===== config.mk =====
export PLATFORM = sky130hd
export DESIGN_NAME = cao_blend_flat
export DESIGN_NICKNAME = d
export VERILOG_FILES = /design/src/rtl/cao_pkg.sv /design/src/rtl/cao_out_if.sv /design/src/rtl/cao_blend.sv /design/src/flat_wrapper.sv
export SDC_FILE = /design/constraint.sdc
export NUM_CORES = 1
export LEC_CHECK = 0
export BUFFER_PORTS_ARGS = -buffer_cell sky130_fd_sc_hd__buf_2
export CAP_MARGIN = 15
export CORE_UTILIZATION = 50
export DETAILED_ROUTE_END_ITERATION = 8
export GPL_ROUTABILITY_DRIVEN = 0
export PLACE_DENSITY = 0.67
export REMOVE_ABC_BUFFERS = 1
export SETUP_SLACK_MARGIN = 0.05
export SLEW_MARGIN = 40
export SYNTH_ARGS = -nofsm -noshare
export SYNTH_HDL_FRONTEND = slang
export SYNTH_SLANG_ARGS = --single-unit

===== constraint.sdc =====
create_clock -name clk -period 11.9 [get_ports clk]
set_clock_uncertainty 0.15 [all_clocks]
set_input_delay 1.19 -clock clk [delete_from_list [all_inputs] [get_ports clk]]
set_output_delay 1.19 -clock clk [all_outputs]
set_load 0.02 [all_outputs]

===== src/rtl/cao_pkg.sv =====
// ----------------------------------------------------------------------------
// cao_pkg: cursor alpha overlay shared definitions
// Widths, reset values, register map and shared types of the cursor overlay.
// ----------------------------------------------------------------------------
`default_nettype none

package cao_pkg;

  localparam int CURSOR_MAX_SIDE_DEF  = 64;
  localparam int FRAME_COORD_BITS_DEF = 13;

  localparam int PIXEL_BITS  = 32;
  localparam int INDEX_BITS  = 12;
  localparam int CHAN_BITS   = 8;
  localparam int CHANNELS    = 3;
  localparam int DIM_BITS    = 13;
  localparam int SIZE_BITS   = 7;
  localparam int POS_BITS    = 15;
  localparam int APB_DATA_BITS = 32;
  localparam int APB_ADDR_BITS = 5;

  localparam logic [DIM_BITS-1:0]  LINE_PIXELS_RST  = 13'd1920;
  localparam logic [DIM_BITS-1:0]  FRAME_LINES_RST  = 13'd1080;
  localparam logic [SIZE_BITS-1:0] CURSOR_SIZE_RST  = 7'd0;
  localparam logic [POS_BITS-1:0]  CURSOR_POS_RST   = 15'd0;

  // Blend arithmetic: x/255 equals (x*32897)>>23 for every sum that can occur.
  localparam logic [CHAN_BITS-1:0] MIX_FULL      = 8'd255;
  localparam logic [15:0]          MIX_ROUND     = 16'd127;
  localparam logic [31:0]          DIV255_MUL    = 32'd32897;
  localparam int                   DIV255_SHIFT  = 23;

  typedef enum logic [0:0] {
    KIND_PIXEL = 1'b0,
    KIND_LOAD  = 1'b1
  } cao_kind_t;

  typedef enum logic [2:0] {
    REG_LINE_PIXELS   = 3'd0,
    REG_FRAME_LINES   = 3'd1,
    REG_CURSOR_WIDTH  = 3'd2,
    REG_CURSOR_HEIGHT = 3'd3,
    REG_CURSOR_LEFT   = 3'd4,
    REG_CURSOR_TOP    = 3'd5
  } cao_reg_t;

  typedef struct packed {
    logic        [DIM_BITS-1:0]  line_pixels;
    logic        [DIM_BITS-1:0]  frame_lines;
    logic        [SIZE_BITS-1:0] cursor_width;
    logic        [SIZE_BITS-1:0] cursor_height;
    logic signed [POS_BITS-1:0]  cursor_left;
    logic signed [POS_BITS-1:0]  cursor_top;
  } cao_cfg_t;

  typedef struct packed {
    logic [INDEX_BITS-1:0] index;
    logic [PIXEL_BITS-1:0] word;
  } cao_load_t;

  typedef struct packed {
    logic [PIXEL_BITS-1:0] pixel;
    logic                  hit;
    logic                  eol;
    logic                  eof;
  } cao_px_t;

endpackage

`default_nettype wire


===== src/rtl/cao_out_if.sv =====
// ----------------------------------------------------------------------------
// cao_out_if: cursor overlay output channel
// Carries composited pixels with line and frame end marks.
// ----------------------------------------------------------------------------
`default_nettype none

interface cao_out_if;
  logic                           valid;
  logic                           ready;
  logic [cao_pkg::PIXEL_BITS-1:0] pixel_out;
  logic                           end_of_line;
  logic                           end_of_frame;

  modport source (output valid, pixel_out, end_of_line, end_of_frame, input ready);
  modport sink (input valid, pixel_out, end_of_line, end_of_frame, output ready);
endinterface

`default_nettype wire


===== src/rtl/cao_blend.sv =====
// ----------------------------------------------------------------------------
// cao_blend: alpha blend pipeline
// Mixes cursor and frame channels (cursor hit, nonzero alpha; else pass-through)
// and divides by 255 in two stages, then holds the result in the output register.
// ----------------------------------------------------------------------------
`default_nettype none

module cao_blend (
  input  logic                           clk,
  input  logic                           rst,
  input  logic                           px_valid,
  output logic                           px_ready,
  input  cao_pkg::cao_px_t               px,
  input  logic [cao_pkg::PIXEL_BITS-1:0] cursor_word,
  cao_out_if.source                      out_ch
);

  localparam int CB = cao_pkg::CHAN_BITS;

  logic             v0;
  logic             v1;
  logic             v2;
  logic             r0;
  logic             r1;
  logic             r2;
  cao_pkg::cao_px_t px0;

  logic [CB-1:0]    alpha;
  logic             mix_en;
  logic [15:0]      mix_sum  [cao_pkg::CHANNELS];

  logic [cao_pkg::PIXEL_BITS-1:0] s1_pixel;
  logic                           s1_en;
  logic                           s1_eol;
  logic                           s1_eof;
  logic [15:0]                    s1_sum [cao_pkg::CHANNELS];

  logic [31:0]                    div_prod [cao_pkg::CHANNELS];
  logic [cao_pkg::PIXEL_BITS-1:0] mixed;

  logic [cao_pkg::PIXEL_BITS-1:0] out_pixel;
  logic                           out_eol;
  logic                           out_eof;

  assign r2       = !v2 || out_ch.ready;
  assign r1       = !v1 || r2;
  assign r0       = !v0 || r1;
  assign px_ready = r0;

  assign alpha  = cursor_word[cao_pkg::PIXEL_BITS-1 -: CB];
  assign mix_en = px0.hit && (alpha != '0);

  always_comb begin
    for (int ch = 0; ch < cao_pkg::CHANNELS; ch++) begin
      mix_sum[ch] = 16'(cursor_word[ch*CB +: CB]) * 16'(alpha)
                  + 16'(px0.pixel[ch*CB +: CB]) * 16'(cao_pkg::MIX_FULL - alpha)
                  + cao_pkg::MIX_ROUND;
    end
  end

  always_comb begin
    mixed = s1_pixel;
    for (int ch = 0; ch < cao_pkg::CHANNELS; ch++) begin
      div_prod[ch] = 32'(s1_sum[ch]) * cao_pkg::DIV255_MUL;
      if (s1_en) begin
        mixed[ch*CB +: CB] = div_prod[ch][cao_pkg::DIV255_SHIFT +: CB];
      end
    end
  end

  always_ff @(posedge clk) begin
    if (rst) begin
      v0 <= 1'b0;
      v1 <= 1'b0;
      v2 <= 1'b0;
    end else begin
      if (r0) begin
        v0 <= px_valid;
      end
      if (r1) begin
        v1 <= v0;
      end
      if (r2) begin
        v2 <= v1;
      end
    end
  end

  always_ff @(posedge clk) begin
    if (r0 && px_valid) begin
      px0 <= px;
    end
    if (r1 && v0) begin
      s1_pixel <= px0.pixel;
      s1_en    <= mix_en;
      s1_eol   <= px0.eol;
      s1_eof   <= px0.eof;
      s1_sum   <= mix_sum;
    end
    if (r2 && v1) begin
      out_pixel <= mixed;
      out_eol   <= s1_eol;
      out_eof   <= s1_eof;
    end
  end

  assign out_ch.valid        = v2;
  assign out_ch.pixel_out    = out_pixel;
  assign out_ch.end_of_line  = out_eol;
  assign out_ch.end_of_frame = out_eof;

endmodule

`default_nettype wire


===== src/flat_wrapper.sv =====
// flat-port wrapper written by rule: the top's interface ports become plain ports
module cao_blend_flat 
  (clk, rst, px_valid, px_ready, px, cursor_word, out_ch_valid, out_ch_pixel_out, out_ch_end_of_line, out_ch_end_of_frame, out_ch_ready);
  cao_out_if out_ch_i ();
  input  logic clk;
  input  logic rst;
  input  logic px_valid;
  output logic px_ready;
  input  cao_pkg::cao_px_t px;
  input  logic [cao_pkg::PIXEL_BITS-1:0] cursor_word;
  output wire logic [$bits(out_ch_i.valid)-1:0] out_ch_valid;
  output wire logic [$bits(out_ch_i.pixel_out)-1:0] out_ch_pixel_out;
  output wire logic [$bits(out_ch_i.end_of_line)-1:0] out_ch_end_of_line;
  output wire logic [$bits(out_ch_i.end_of_frame)-1:0] out_ch_end_of_frame;
  input wire logic [$bits(out_ch_i.ready)-1:0] out_ch_ready;
  assign out_ch_valid = out_ch_i.valid;
  assign out_ch_pixel_out = out_ch_i.pixel_out;
  assign out_ch_end_of_line = out_ch_i.end_of_line;
  assign out_ch_end_of_frame = out_ch_i.end_of_frame;
  assign out_ch_i.ready = out_ch_ready;
  cao_blend u_core (.clk(clk), .rst(rst), .px_valid(px_valid), .px_ready(px_ready), .px(px), .cursor_word(cursor_word), .out_ch(out_ch_i));
endmodule

After elaboration in Yosys (flattened, before gate mapping):

Index checks and enable logic that the tools add are counted.

* muxes and demuxes: 3
* add/sub/neg operators: 7
* multipliers: 9
* reduce and logical (&&, ||, !) cells: 11

Operators by type and width (count)
* 16-bit by 16-bit multiplier with 31-bit output (second input constant): 3
* 16-bit adder: 3
* 16-bit by 7-bit adder with 16-bit output (second input constant): 3
* 8-bit by 16-bit multiplier with 16-bit output: 3
* 8-bit by 8-bit multiplier with 16-bit output: 3
* 8-bit two-way mux: 3
* 8-bit by 8-bit subtractor with 9-bit output (first input constant): 1
* 8-bit nonzero test: 1
* 1-bit logical AND: 4
* 1-bit zero test: 3
* 1-bit logical OR: 3

* word-level logic and storage cells: 47
* register bits after elaboration: 155
* input bits: 71
* output and inout bits: 36

Depth between registers and ports, before layout:

* word-level depth: 5
* gate-level depth with buffers: 22
* gate-level depth less buffers: 21

Worst setup path before layout:

Ideal clock, no wire load.

* kind: input-to-reg
* start point: input out_ch_ready
* end point: register u_core.s1_en (enable)
* required time: 11.099 ns
* cell stages on the path: 2
* data arrival time: 7.308 ns
* path buffers: 0
* path slack: 3.791 ns
* library setup time: 0.651 ns
* cell sequence: nor2b_1 a21boi_0

* longest elaborated chain between the ends: 3

RTL lines
* start, declared: line flat_wrapper.sv:15 `input wire logic [$bits(out_ch_i.ready)-1:0] out_ch_ready;`
* 1-bit logical OR: line cao_blend.sv:45 `assign r2 = !v2 || out_ch.ready;`
* 1-bit logical OR: line cao_blend.sv:46 `assign r1 = !v1 || r2;`
* 1-bit logical AND: line cao_blend.sv:93 `if (r1 && v0) begin`
* end signal, assigned: line cao_blend.sv:95 `s1_en <= mix_en;`
* end, declared: line cao_blend.sv:33 `logic s1_en;`

Every way passes these cells.
A chain may end at the register's enable or synchronous reset.

==> results.md <==
- Worst-path cell chain: buf_2 -> buf_4 -> nand2_1 -> fa_1 -> fa_1 -> inv_1 -> fa_1 -> fa_1 -> fa_1 -> inv_1 -> fa_1 -> inv_1 -> ha_1 -> or3_1 -> o211a_1 -> a211oi_1 -> nor3_1 -> or3b_1
- Sequential area share after synthesis: 0.214
- CP peak stage delay: 0.54 ns
- Syn. warnings: 0
- Commonest cells in the synthesized netlist: 416 x inv_1, 360 x ha_1, 309 x fa_1, 152 x edfxtp_1, 130 x nand2_1
- Kind of critical path: in2reg
- DR pass1 iterations: 5
- Count leader, synth: inv_1
- Resized cells post-CTS: 0
- Share of layout cells above drive strength 1: 0.0774
- Dpl cell area: 22800 um^2
- # DRC: 0
- Synth Flop Type: edfxtp_1
- Worst-Skew Late Latency: between 0.4 and 0.5 ns
- Fin. Hold Viols: 0
- Hold path start: u_core.s1_pixel[27]$_DFFE_PP_
- Die footprint: ~44000 um^2
- Most Crowded Layer GR: met2
- Top-area cell type share of the netlist area: 0.286
- Met2 Use GR: 0.355
- RSZ-0062 raised after global routing: no
- Die Y: 210 um
- Final min period: between 6 and 7 ns
- Critical Path Sink Type: register
- # setup viols final: 0
- Nets: around 2900
- Total of max-cap violations: 0
- Placed insts: between 2000 and 3000
- Most numerous cell on the critical path: fa_1
- Num ports: 107
- Critical Path Source: cursor_word[25]
- Non-Filler Instances: 2711
- Die X: roughly 210 um
- Worst-Margin Slew: 0.773 ns
- First-pass GRT wire length: 75.2 mm
- Clk slew on worst S/H paths: 0.06 ns
- FF-to-FF Start: u_core.px0[13]$_DFFE_PP_
- Synth async-reset ratio: 0
- Rel. slew slack: 0.484
- Layout area overhead: 8.40%
- WL final: 44.5 mm
- I/O Buffers: 106
- Postcts setup bufs: 0
- CTS Buffer Depth: 2
- Initial Util: 0.510
- Synth cell types: 66
- CTS Hold Buffers Added: 0
- Clock Tree Root: clkbuf_16
- Hold WC Path Type: reg2reg
- Core area: 42300 um^2
- Post-DP HPWL: 35.0 mm
- Flops & latches, synth: about 160
- Fin crit share: 0.554
- Synthesized area per cell: 10.6 um^2
- Highest Clock Rate: 0.152 GHz
- Post-Synthesis Cells: a little over 2000
- GR Util met3: 0.0338
- Slowest cell on crit path: fa_1
- CTS tree: built
- Fin area: around 23000 um^2
- Cell row count: 75
- H-Tree Level Count: 4
- Total global-route track usage: 0.218
- Status: finished, final reports clean
- CP startpoint kind: input port
- Post-route ant nets: 0
- Synthesized cell area: 21600 um^2
- Top cell type by total area after synthesis: fa_1
- Ranking of synthesized cells by area: fa_1 29%, edfxtp_1 21%, ha_1 21%, inv_1 7.2%, nor2b_1 3.0%
- Worst Path Max Fanout: 49
- GRT overflow: 0
- Setup TNS: 0 ns
- Via count: roughly 14000
- Slew Limit Fails: 0
- Largest net degree at the start of global routing: 84
- Initial antenna violation count: 0
- CP arrival: 6.64 ns
- Vias in the first global route: roughly 15000
- Met1 Track Usage GR: 0.306
- EDFF count, synth: 152
- Routed wire per std cell: 16.4 um
- Clock sinks: between 150 and 200
- DR vias/cell: 5.25
- Initial DRC count: 550
- Worst EP required: roughly 12 ns
- TritonCTS buffer count: 17
-- state kept, by name (all words and copies together), names as in the netlist, 32 cells and up --
signal	flops
u_core.out_ch.pixel_out	32
u_core.px0	35
u_core.s1_pixel	32
u_core.s1_sum	48
-- through the flow --
step	hold slack [ns]	util	setup WS, ns
finish	0.269	0.553	5.30
detailed placement	0.255	0.539	4.78
CTS	0.271	0.553	5.29
floorplan	0.250	-	3.79
global placement	0.251	0.538	4.64
global route	0.276	0.553	5.03
-- area by class of cell --
| class | instances | area, um^2 |
|---|---|---|
| Antenna cell | 1 | 2.50 |
| Clock buffer | 19 | 443 |
| Clock inverter | 13 | 151 |
| Fill cell | 3743 | 18900 |
| Inverter | 417 | 1570 |
| Multi-Input combinational cell | 1415 | 15300 |
| Sequential cell | 155 | 4620 |
| Tap cell | 577 | 722 |
| Timing Repair Buffer | 114 | 634 |
-- routing by layer --
| layer | wire (um) | vias to the layer above |
|---|---|---|
| met3 | 1870 | 32 |
| met2 | 20600 | 267 |
| met5 | 0 | - |
| met4 | 523 | 0 |
| li1 | - | 6720 |
| met1 | 21500 | 7215 |
-- worst paths after layout --
kind                                      endpoint  cells past startpoint  slack [ns]
max                    u_core.s1_sum[31]$_DFFE_PP_                     18        5.30
min          u_core.out_ch.pixel_out[27]$_DFFE_PP_                      0        0.27
max reg2reg            u_core.s1_sum[31]$_DFFE_PP_                     17        5.99
min reg2reg  u_core.out_ch.pixel_out[27]$_DFFE_PP_                      0        0.27
-- placed cells by master (no fill, tap or decap), types with 13 or more instances in the layout --
master,synthesis,routed
nand2_1,130,130
nor2_1,28,28
ha_1,360,360
nand2b_1,95,95
inv_1,416,416
nand4_1,13,13
xnor2_1,37,37
fa_1,309,309
a21oi_1,41,41
nand3_1,16,16
nor2b_1,103,102
a21o_1,18,18
and2_1,96,96
clkbuf_16,0,17
edfxtp_1,152,152
xor2_1,13,13
buf_2,0,101
nor3_1,26,26
-- critical path, delay by kind of cell --
kind	cells	cell delay, ns
AND/OR/NAND/NOR	4	0.98
adder cells (fa/ha/maj)	7	3.25
buffers and inverters	5	0.70
AO/OA/AOI/OAI	2	0.48
-- logic make-up after synthesis --
family | share of synthesized area
AO/OA/AOI/OAI | 0.0484
XOR/XNOR | 0.0203
adder cells (fa/ha/maj) | 0.495
buffers and inverters | 0.0805
flip-flops | 0.214
multiplexers | 0.00301
AND/OR/NAND/NOR | 0.139
Power is not shown: default switching activity piles up to over one toggle a cycle in this logic, so the estimate is an artifact.
