File: src/rtl/cao_pkg.sv
// ----------------------------------------------------------------------------
// cao_pkg: cursor alpha overlay shared definitions
// Widths, reset values, register map and shared types of the cursor overlay.
// ----------------------------------------------------------------------------
`default_nettype none

package cao_pkg;

  localparam int CURSOR_MAX_SIDE_DEF  = 64;
  localparam int FRAME_COORD_BITS_DEF = 13;

  localparam int PIXEL_BITS  = 32;
  localparam int INDEX_BITS  = 12;
  localparam int CHAN_BITS   = 8;
  localparam int CHANNELS    = 3;
  localparam int DIM_BITS    = 13;
  localparam int SIZE_BITS   = 7;
  localparam int POS_BITS    = 15;
  localparam int APB_DATA_BITS = 32;
  localparam int APB_ADDR_BITS = 5;

  localparam logic [DIM_BITS-1:0]  LINE_PIXELS_RST  = 13'd1920;
  localparam logic [DIM_BITS-1:0]  FRAME_LINES_RST  = 13'd1080;
  localparam logic [SIZE_BITS-1:0] CURSOR_SIZE_RST  = 7'd0;
  localparam logic [POS_BITS-1:0]  CURSOR_POS_RST   = 15'd0;

  // Blend arithmetic: x/255 equals (x*32897)>>23 for every sum that can occur.
  localparam logic [CHAN_BITS-1:0] MIX_FULL      = 8'd255;
  localparam logic [15:0]          MIX_ROUND     = 16'd127;
  localparam logic [31:0]          DIV255_MUL    = 32'd32897;
  localparam int                   DIV255_SHIFT  = 23;

  typedef enum logic [0:0] {
    KIND_PIXEL = 1'b0,
    KIND_LOAD  = 1'b1
  } cao_kind_t;

  typedef enum logic [2:0] {
    REG_LINE_PIXELS   = 3'd0,
    REG_FRAME_LINES   = 3'd1,
    REG_CURSOR_WIDTH  = 3'd2,
    REG_CURSOR_HEIGHT = 3'd3,
    REG_CURSOR_LEFT   = 3'd4,
    REG_CURSOR_TOP    = 3'd5
  } cao_reg_t;

  typedef struct packed {
    logic        [DIM_BITS-1:0]  line_pixels;
    logic        [DIM_BITS-1:0]  frame_lines;
    logic        [SIZE_BITS-1:0] cursor_width;
    logic        [SIZE_BITS-1:0] cursor_height;
    logic signed [POS_BITS-1:0]  cursor_left;
    logic signed [POS_BITS-1:0]  cursor_top;
  } cao_cfg_t;

  typedef struct packed {
    logic [INDEX_BITS-1:0] index;
    logic [PIXEL_BITS-1:0] word;
  } cao_load_t;

  typedef struct packed {
    logic [PIXEL_BITS-1:0] pixel;
    logic                  hit;
    logic                  eol;
    logic                  eof;
  } cao_px_t;

endpackage

`default_nettype wire

File: src/rtl/cao_regs.sv
// ----------------------------------------------------------------------------
// cao_regs: configuration register file
// APB-style access to frame size, cursor size and cursor corner position.
// ----------------------------------------------------------------------------
`default_nettype none

module cao_regs (
  input  logic                                clk,
  input  logic                                rst,
  input  logic                                psel,
  input  logic                                penable,
  input  logic                                pwrite,
  input  logic [cao_pkg::APB_ADDR_BITS-1:0]   paddr,
  input  logic [cao_pkg::APB_DATA_BITS-1:0]   pwdata,
  output logic [cao_pkg::APB_DATA_BITS-1:0]   prdata,
  output logic                                pready,
  output cao_pkg::cao_cfg_t                   cfg
);

  cao_pkg::cao_reg_t reg_sel;

  assign reg_sel = cao_pkg::cao_reg_t'(paddr[cao_pkg::APB_ADDR_BITS-1:2]);
  assign pready  = 1'b1;

  always_ff @(posedge clk) begin
    if (rst) begin
      cfg.line_pixels   <= cao_pkg::LINE_PIXELS_RST;
      cfg.frame_lines   <= cao_pkg::FRAME_LINES_RST;
      cfg.cursor_width  <= cao_pkg::CURSOR_SIZE_RST;
      cfg.cursor_height <= cao_pkg::CURSOR_SIZE_RST;
      cfg.cursor_left   <= cao_pkg::CURSOR_POS_RST;
      cfg.cursor_top    <= cao_pkg::CURSOR_POS_RST;
    end else if (psel && penable && pwrite && pready) begin
      unique case (reg_sel)
        cao_pkg::REG_LINE_PIXELS:   cfg.line_pixels   <= pwdata[cao_pkg::DIM_BITS-1:0];
        cao_pkg::REG_FRAME_LINES:   cfg.frame_lines   <= pwdata[cao_pkg::DIM_BITS-1:0];
        cao_pkg::REG_CURSOR_WIDTH:  cfg.cursor_width  <= pwdata[cao_pkg::SIZE_BITS-1:0];
        cao_pkg::REG_CURSOR_HEIGHT: cfg.cursor_height <= pwdata[cao_pkg::SIZE_BITS-1:0];
        cao_pkg::REG_CURSOR_LEFT:   cfg.cursor_left   <= pwdata[cao_pkg::POS_BITS-1:0];
        cao_pkg::REG_CURSOR_TOP:    cfg.cursor_top    <= pwdata[cao_pkg::POS_BITS-1:0];
        default: ;
      endcase
    end
  end

  always_comb begin
    unique case (reg_sel)
      cao_pkg::REG_LINE_PIXELS:   prdata = 32'(cfg.line_pixels);
      cao_pkg::REG_FRAME_LINES:   prdata = 32'(cfg.frame_lines);
      cao_pkg::REG_CURSOR_WIDTH:  prdata = 32'(cfg.cursor_width);
      cao_pkg::REG_CURSOR_HEIGHT: prdata = 32'(cfg.cursor_height);
      cao_pkg::REG_CURSOR_LEFT:   prdata = 32'($unsigned(cfg.cursor_left));
      cao_pkg::REG_CURSOR_TOP:    prdata = 32'($unsigned(cfg.cursor_top));
      default:                    prdata = '0;
    endcase
  end

endmodule

`default_nettype wire

File: config.mk
export PLATFORM = sky130hd
export DESIGN_NAME = cao_regs
export DESIGN_NICKNAME = d
export VERILOG_FILES = /design/src/rtl/cao_pkg.sv /design/src/rtl/cao_regs.sv
export SDC_FILE = /design/constraint.sdc
export NUM_CORES = 1
export LEC_CHECK = 0
export ABC_CLOCK_PERIOD_IN_PS = 4920
export BUFFER_PORTS_ARGS = -buffer_cell sky130_fd_sc_hd__buf_2
export CAP_MARGIN = 10
export CORE_ASPECT_RATIO = 0.5
export CORE_MARGIN = 2
export CORE_UTILIZATION = 52
export CTS_CLUSTER_DIAMETER = 50
export CTS_CLUSTER_SIZE = 14
export DETAILED_ROUTE_END_ITERATION = 10
export HOLD_SLACK_MARGIN = 0.02
export PLACE_DENSITY = 0.85
export REMOVE_ABC_BUFFERS = 1
export SLEW_MARGIN = 20
export SYNTH_ARGS = -nofsm -noshare
export SYNTH_HDL_FRONTEND = slang
export SYNTH_SLANG_ARGS = --single-unit
export TNS_END_PERCENT = 30
File: constraint.sdc
create_clock -name clk -period 4.92 [get_ports clk]
set_input_delay 1.476 -clock clk [delete_from_list [all_inputs] [get_ports clk]]
set_output_delay 1.476 -clock clk [all_outputs]
set_load 0.02 [all_outputs]
# [Word level (Yosys, flattened, before mapping)]
# Cells that the tools add are included.
[word_totals] in_bits=42 elab_cells=21 ff_bits=70
[classes] mux=1 eq_ne=5 n_reduce_logical=9
[ops] cell="$pmux W15 S6" n=1
[ops] cell="$reduce_and A2 Y1" n=6
[ops] cell="$eq A3 B2 Y1 const B" n=2
[ops] cell="$eq A3 B3 Y1 const B" n=2
[ops] cell="$eq A3 B1 Y1 const B" n=1
[ops] cell="$logic_not A3 Y1" n=1
[ops] cell="$logic_and A1 B1 Y1" n=2

# [Logic depth before layout (Yosys ltp)]
# Gate-level depths: netlist of run 1.
[logic_depth] ltp_word=3 mapped_depth=6 depth_no_buf=3

# [Worst setup path before layout of run 1]
# Ideal clock, no wire load.
[synth_timing] kind="input to output" startpoint="input port paddr[4] (netlist bit)" endpoint="output port prdata[3] (netlist bit)" arrival_time_ns=2.540 path_stages=6 required_ns=3.444 setup_slack_ns=0.904 cell_sequence="buf_4 nor2b_1 buf_2 buf_2 a22oi_1 a21oi_1"
[synth_via] elab_chain_len=2 elab_cells_between_ends=7 classes_between="5 x eq/ne; 1 x mux; 1 x reduce/logical"
[synth_lines] element="from (decl)" line="cao_regs.sv:13" rtl="input logic [cao_pkg::APB_ADDR_BITS-1:0] paddr,"
[synth_lines] element="$eq A3 B3 Y1 (tied with other cells)" line="cao_regs.sv:47" rtl="unique case (reg_sel)"
[synth_lines] element="$pmux W15 S6 *" line="cao_regs.sv:47"
[synth_lines] element="to (decl)" line="cao_regs.sv:15" rtl="output logic [cao_pkg::APB_DATA_BITS-1:0] prdata,"
# Every way passes the cells marked *; elsewhere a longest branch is shown, timed or not.

# [Final worst setup path of run 1]
[layout_timing] startpoint="input port paddr[3] (netlist bit)" endpoint="output port prdata[5] (netlist bit)"
# The elaborated chain is that of the path after synthesis.

==> results of run 1 <==
[metrics by stage]
| step | util | cell area (sq um) | setup slack [ps] | instances |
|---|---|---|---|---|
| detailed placement | 0.601 | 4010 | 563 | 535 |
| floorplan | - | 3320 | 464 | 331 |
| global route | 0.639 | 4270 | 488 | 549 |
| CTS | 0.639 | 4270 | 555 | 549 |
| global placement | 0.601 | 4010 | 632 | 535 |
| finish | 0.639 | 4270 | 572 | 549 |
[placed cells by master, fill, tap and decap left out, drive strengths merged]
cell,instances
a21oi,17
a221oi,2
a22oi,8
and2,2
and4,1
and4b,1
buf,112
clkbuf,12
clkinv,2
conb,18
dfxtp,70
inv,1
mux2,10
mux2i,59
mux4,8
nand2,6
nand2b,63
nand3,15
nand4b,1
nor2,19
nor2b,8
nor3,1
nor3b,1
o21ai,19
o2bb2ai,1
[power breakdown]
group	internal (W)	total (W)	switching [W]	leakage [nW]
clock network	0.000347	0.000567	0.000219	0.128
registers	0.000572	0.000575	0.00000314	0.565
logic	0.0000407	0.000117	0.0000760	1.40
total	0.000960	0.00126	0.000298	2.09
[worst max-delay path by stage]
stage               startpoint         to  slack (ps)  cells after the start
floorplan             paddr[4]  prdata[3]         460                      3
global placement      paddr[3]  prdata[0]         630                      5
detailed placement    paddr[3]  prdata[5]         560                      5
CTS                   paddr[3]  prdata[5]         550                      5
global route          paddr[3]  prdata[5]         490                      5
finish                paddr[3]  prdata[5]         570                      5
[per-layer routing]
metal  global-route usage  part of all wire  wire, um  up-vias
li1                     -                 -         -     1391
met4               0.0819             0.019       167        0
met5                    0                 0         0        -
met3               0.0593             0.068       608       16
met1                0.290              0.42      3780     1437
met2                0.423              0.49      4400      119
[worst reg2reg max path, stage by stage (launching register included)]
cell and delay [ps]:
dfxtp_1 360, o21ai_0 110, a21oi_1 190
[layout make-up]
| type | instances | area, sq um |
|---|---|---|
| Fill cell | 563 | 2410 |
| Multi-Input combinational cell | 260 | 1920 |
| Sequential cell | 70 | 1400 |
| Timing Repair Buffer | 112 | 573 |
| Clock buffer | 12 | 246 |
| Tap cell | 92 | 115 |
| Clock inverter | 2 | 10.0 |
| Inverter | 1 | 3.75 |
[cell families after synthesis]
kind of cell	after synthesis	share of synthesized area
buffers and inverters	47	0.0886
other	2	0.00210
AOI/OAI and AO/OA	47	0.0746
and+or+nand+nor	118	0.195
DFF	70	0.392
muxes	77	0.247
==> metrics, run 1 <==
initial antenna violation count=0; WHS=486 ps; FFs w/ async S/R, synth=0; Max-Cap Viols=0; RD Place Congestion=0.766; WL final=8950 um; setup_tns=0 ps; Seq/Total Area, Yosys=0.392; Synth Instances=361; CP Buf/Inv Count=2; clk_lat worst skew=320 ps; Synth top area share=0.392; static leakage=2.09 nW; Final Max Tran Viols=0; hold_buf cts=0; PwrDens=295 nW/um^2; Worst Hold End=cfg[51]$_SDFFE_PP0P_; root buffer cell=clkbuf_16; DRC errors left=0; flop-to-flop setup slack=4190 ps; Die Y=62.6 um; GRT Residual Overflow=0; postcts setup bufs=0; layout cell share with drive strength beyond 1=0.324; largest net degree at the start of global routing=57; count of different cell masters after synthesis=29; 1st-pass router iterations=4; GRT Total Usage=0.241; FP Rows=21; Tightest Pin Transition=837 ps; critical path type=in -> out; Final period util=0.884; status=completed; DR vias=2,963; vias in the first global route=2,909; final hold vios=0; antenna fix cells=0; number of synthesized register bits=70; detailed router's first-iteration violation count=226; hold path depth=2; VDD IR max=0.155 mV; post_cts resized=0; core area=6670 sq um; first-pass GRT wire length=14,500 um; synth warn=0; top post-synthesis cells by area=dfxtp_1 39%, mux2i_1 17%, nand2b_1 11%; Hold Crit Start=cfg[51]$_SDFFE_PP0P_; CP max-delay cell=buf_2; CP delay by family, top=buffers and inverters; Worst-path clk slew=50 ps; max reg flops=70; Worst Hold Class=reg -> reg; Avg Vias per Cell=5.40; Critical Path RT=3440 ps; number of synthesized flops with an enable pin=0; Critical Path End Type=output port; RR Startpoint=cfg[20]$_SDFFE_PP0P_; slowest stage delay, CP=430 ps; Area Growth Syn to Fin=19.4%; unrepaired setup endpoints after global routing=no; die area=7590 sq um; Num Clock Sinks=70; Synth Flop Type=dfxtp_1; remaining antenna violation count=0; most used cell, CP=buf_2; Reg with most FFs=cfg; die width=121 um; total power=0.00126 W; Synth top cells by count=70 x dfxtp_1, 63 x nand2b_1, 59 x mux2i_1, 21 x buf_4; Mapped Area=3570 sq um; Reg2Reg Depth=2; H-Tree Depth=3; WL per Instance=16.3 um; Slew Limit Headroom=0.442; Longest Clk Path Bufs=2; cell taking the most area after synthesis=dfxtp_1; Top Registers=cfg (70); fin crit period=4350 ps; endpoints failing setup=0; FMAX=230 MHz; HPWL after detailed placement=6020 um; Layout Nets=496; CTS buffer count=9; Port Buffers=107; synthesized area per cell=9.90 sq um; critical path launch point type=primary input; RR Endpoint=cfg[20]$_SDFFE_PP0P_; most frequent cell after synthesis=dfxtp_1; CP Data Arrival Time=2870 ps; Clock Skews=0 ps; Initial Util=0.535; TritonCTS clock tree=done; critical-path cell list=buf_2, mux2_2, a221oi_1, a21oi_1, buf_2; Top Ports=145; Critical Path Fanout Max=22
Power figures use the tool's default switching activity.
==> inputs of run 2 (changes only) <==
--- a/config.mk
+++ b/config.mk
@@ -10,12 +10,12 @@
 export CAP_MARGIN = 10
 export CORE_ASPECT_RATIO = 0.5
 export CORE_MARGIN = 2
-export CORE_UTILIZATION = 52
+export CORE_UTILIZATION = 45
 export CTS_CLUSTER_DIAMETER = 50
 export CTS_CLUSTER_SIZE = 14
 export DETAILED_ROUTE_END_ITERATION = 10
 export HOLD_SLACK_MARGIN = 0.02
-export PLACE_DENSITY = 0.85
+export PLACE_DENSITY = 0.75
 export REMOVE_ABC_BUFFERS = 1
 export SLEW_MARGIN = 20
 export SYNTH_ARGS = -nofsm -noshare
==> run 2 against run 1 <==
Compared with the run above:
- routed wire length increased by 0.15%
- sequential share of layout area decreased by 0.66 points
- final cell count increased by 3.8%
- clock skew unchanged
- count of clock-buffer cells in the layout unchanged
- global-route usage decreased by 2.8 points
- cell area increased by 2.1%
- non-clock buffer count increased by 3
- via count decreased by 1.3%
- critical endpoint is now prdata[2]
- largest cell class unchanged
- largest power group is now clock
- highest routed layer unchanged
==> metrics, run 2 (synthesis gave the netlist of run 1 again) <==
PwrDens=309 nW/um^2; largest net degree at the start of global routing=51; Top Ports=145; fillcell total=668; fin crit period=4380 ps; critical path type=in -> out; Layout Nets=499; Area Growth Syn to Fin=21.9%; Critical Path End Type=output port; layout cell share with drive strength beyond 1=0.333; GRT Total Usage=0.213; final hold vios=0; RD Place Congestion=0.832; hold_buf cts=0; WL per Instance=15.7 um; H-Tree Depth=3; status=completed; remaining antenna violation count=0; Final period util=0.891; TritonCTS clock tree=done; Worst-path clk slew=50 ps; GRT Residual Overflow=0; Clock Skews=0 ps; most frequent cells in the layout=107 x buf_2, 70 x dfxtp_1, 63 x nand2b_1, 59 x mux2i_1; CTS buffer count=9; Final Max Tran Viols=0; Reg with most FFs=cfg; Initial Util=0.475; FMAX=228 MHz; endpoints failing setup=0; clk_lat worst skew=330 ps; Critical Path RT=3440 ps; CP Data Arrival Time=2910 ps; Worst Hold Class=reg -> reg; VDD IR max=0.201 mV; Slew Limit Headroom=0.442; post_cts resized=0; DR vias=2,924; HPWL after detailed placement=6190 um; setup_tns=0 ps; Top Registers=cfg (70); Avg Vias per Cell=5.13; Num Clock Sinks=70; max reg flops=70; FP Rows=22; first-pass GRT wire length=13,900 um; detailed router's first-iteration violation count=171; unrepaired setup endpoints after global routing=no; commonest non-fill, non-tap cell in the layout=buf_2; final non-filler cell total=570; Port Buffers=107; Die Y=67 um; antenna fix cells=0; critical path launch point type=primary input; die width=130 um; static leakage=2.13 nW; initial antenna violation count=0; core area=7510 sq um; Tightest Pin Transition=836 ps; die area=8710 sq um; root buffer cell=clkbuf_16; 1st-pass router iterations=4; Critical Path Fanout Max=22; Longest Clk Path Bufs=2; postcts setup bufs=0; DRC errors left=0; WL final=8960 um; placed cells=554; Max-Cap Viols=0; vias in the first global route=2,720
run 2: cell types whose count changed in the layout (fill, tap and decap cells not counted):
| cell | delta |
|---|---|
| bufinv_16 | +1 |
| clkbuf_8 | +1 |
| clkinv_2 | +1 |
| buf_4 | +3 |
| clkbuf_1 | -1 |
run 2: routing by layer:
metal  wire [um]  track usage  up-vias
met4         161       0.0968        0
met5           0            0        -
met3         547       0.0554       14
met1        4090        0.265     1408
li1            -            -     1398
met2        4170        0.349      104
run 2: worst max-delay path, stage by stage:
cell and delay (ps):
buf_2 450, nor3b_1 450, a22oi_1 160, o21ai_0 140, buf_2 220
run 2: area by class of cell:
type | instances | area [sq um] | area share
Multi-Input combinational cell | 260 | 1920 | 0.440
Sequential cell | 70 | 1400 | 0.322
Timing Repair Buffer | 115 | 596 | 0.137
Clock buffer | 12 | 256 | 0.0589
Tap cell | 108 | 135 | 0.0310
Clock inverter | 4 | 45.0 | 0.0103
Inverter | 1 | 3.75 | 0.000862
run 2: through the flow:
stage / util / total power [W] / cell area, sq um / hold slack (ps) / worst slack, ps
final: 0.579 / 0.00135 / 4350 / 482 / 538
after global placement: 0.539 / 0.000703 / 4050 / 470 / 586
after global routing: 0.579 / 0.00139 / 4350 / 501 / 421
after detailed placement: 0.539 / 0.000704 / 4050 / 477 / 567
after floorplan: - / 0.000651 / 3320 / 554 / 464
after CTS: 0.579 / 0.00135 / 4350 / 487 / 581
run 2: worst paths after layout:
kind	from	endpoint	slack [ps]	depth (start not counted)
setup / recovery	paddr[3]	prdata[2]	540	5
hold / removal	cfg[51]$_SDFFE_PP0P_	cfg[51]$_SDFFE_PP0P_	480	2
setup reg to reg	cfg[25]$_SDFFE_PP0P_	cfg[25]$_SDFFE_PP0P_	4220	2
hold reg to reg	cfg[51]$_SDFFE_PP0P_	cfg[51]$_SDFFE_PP0P_	480	2
run 2: power breakdown:
part	switching [W]	internal [W]	total, W
logic	0.0000766	0.0000421	0.000119
clock network	0.000235	0.000417	0.000652
registers	0.00000315	0.000571	0.000575
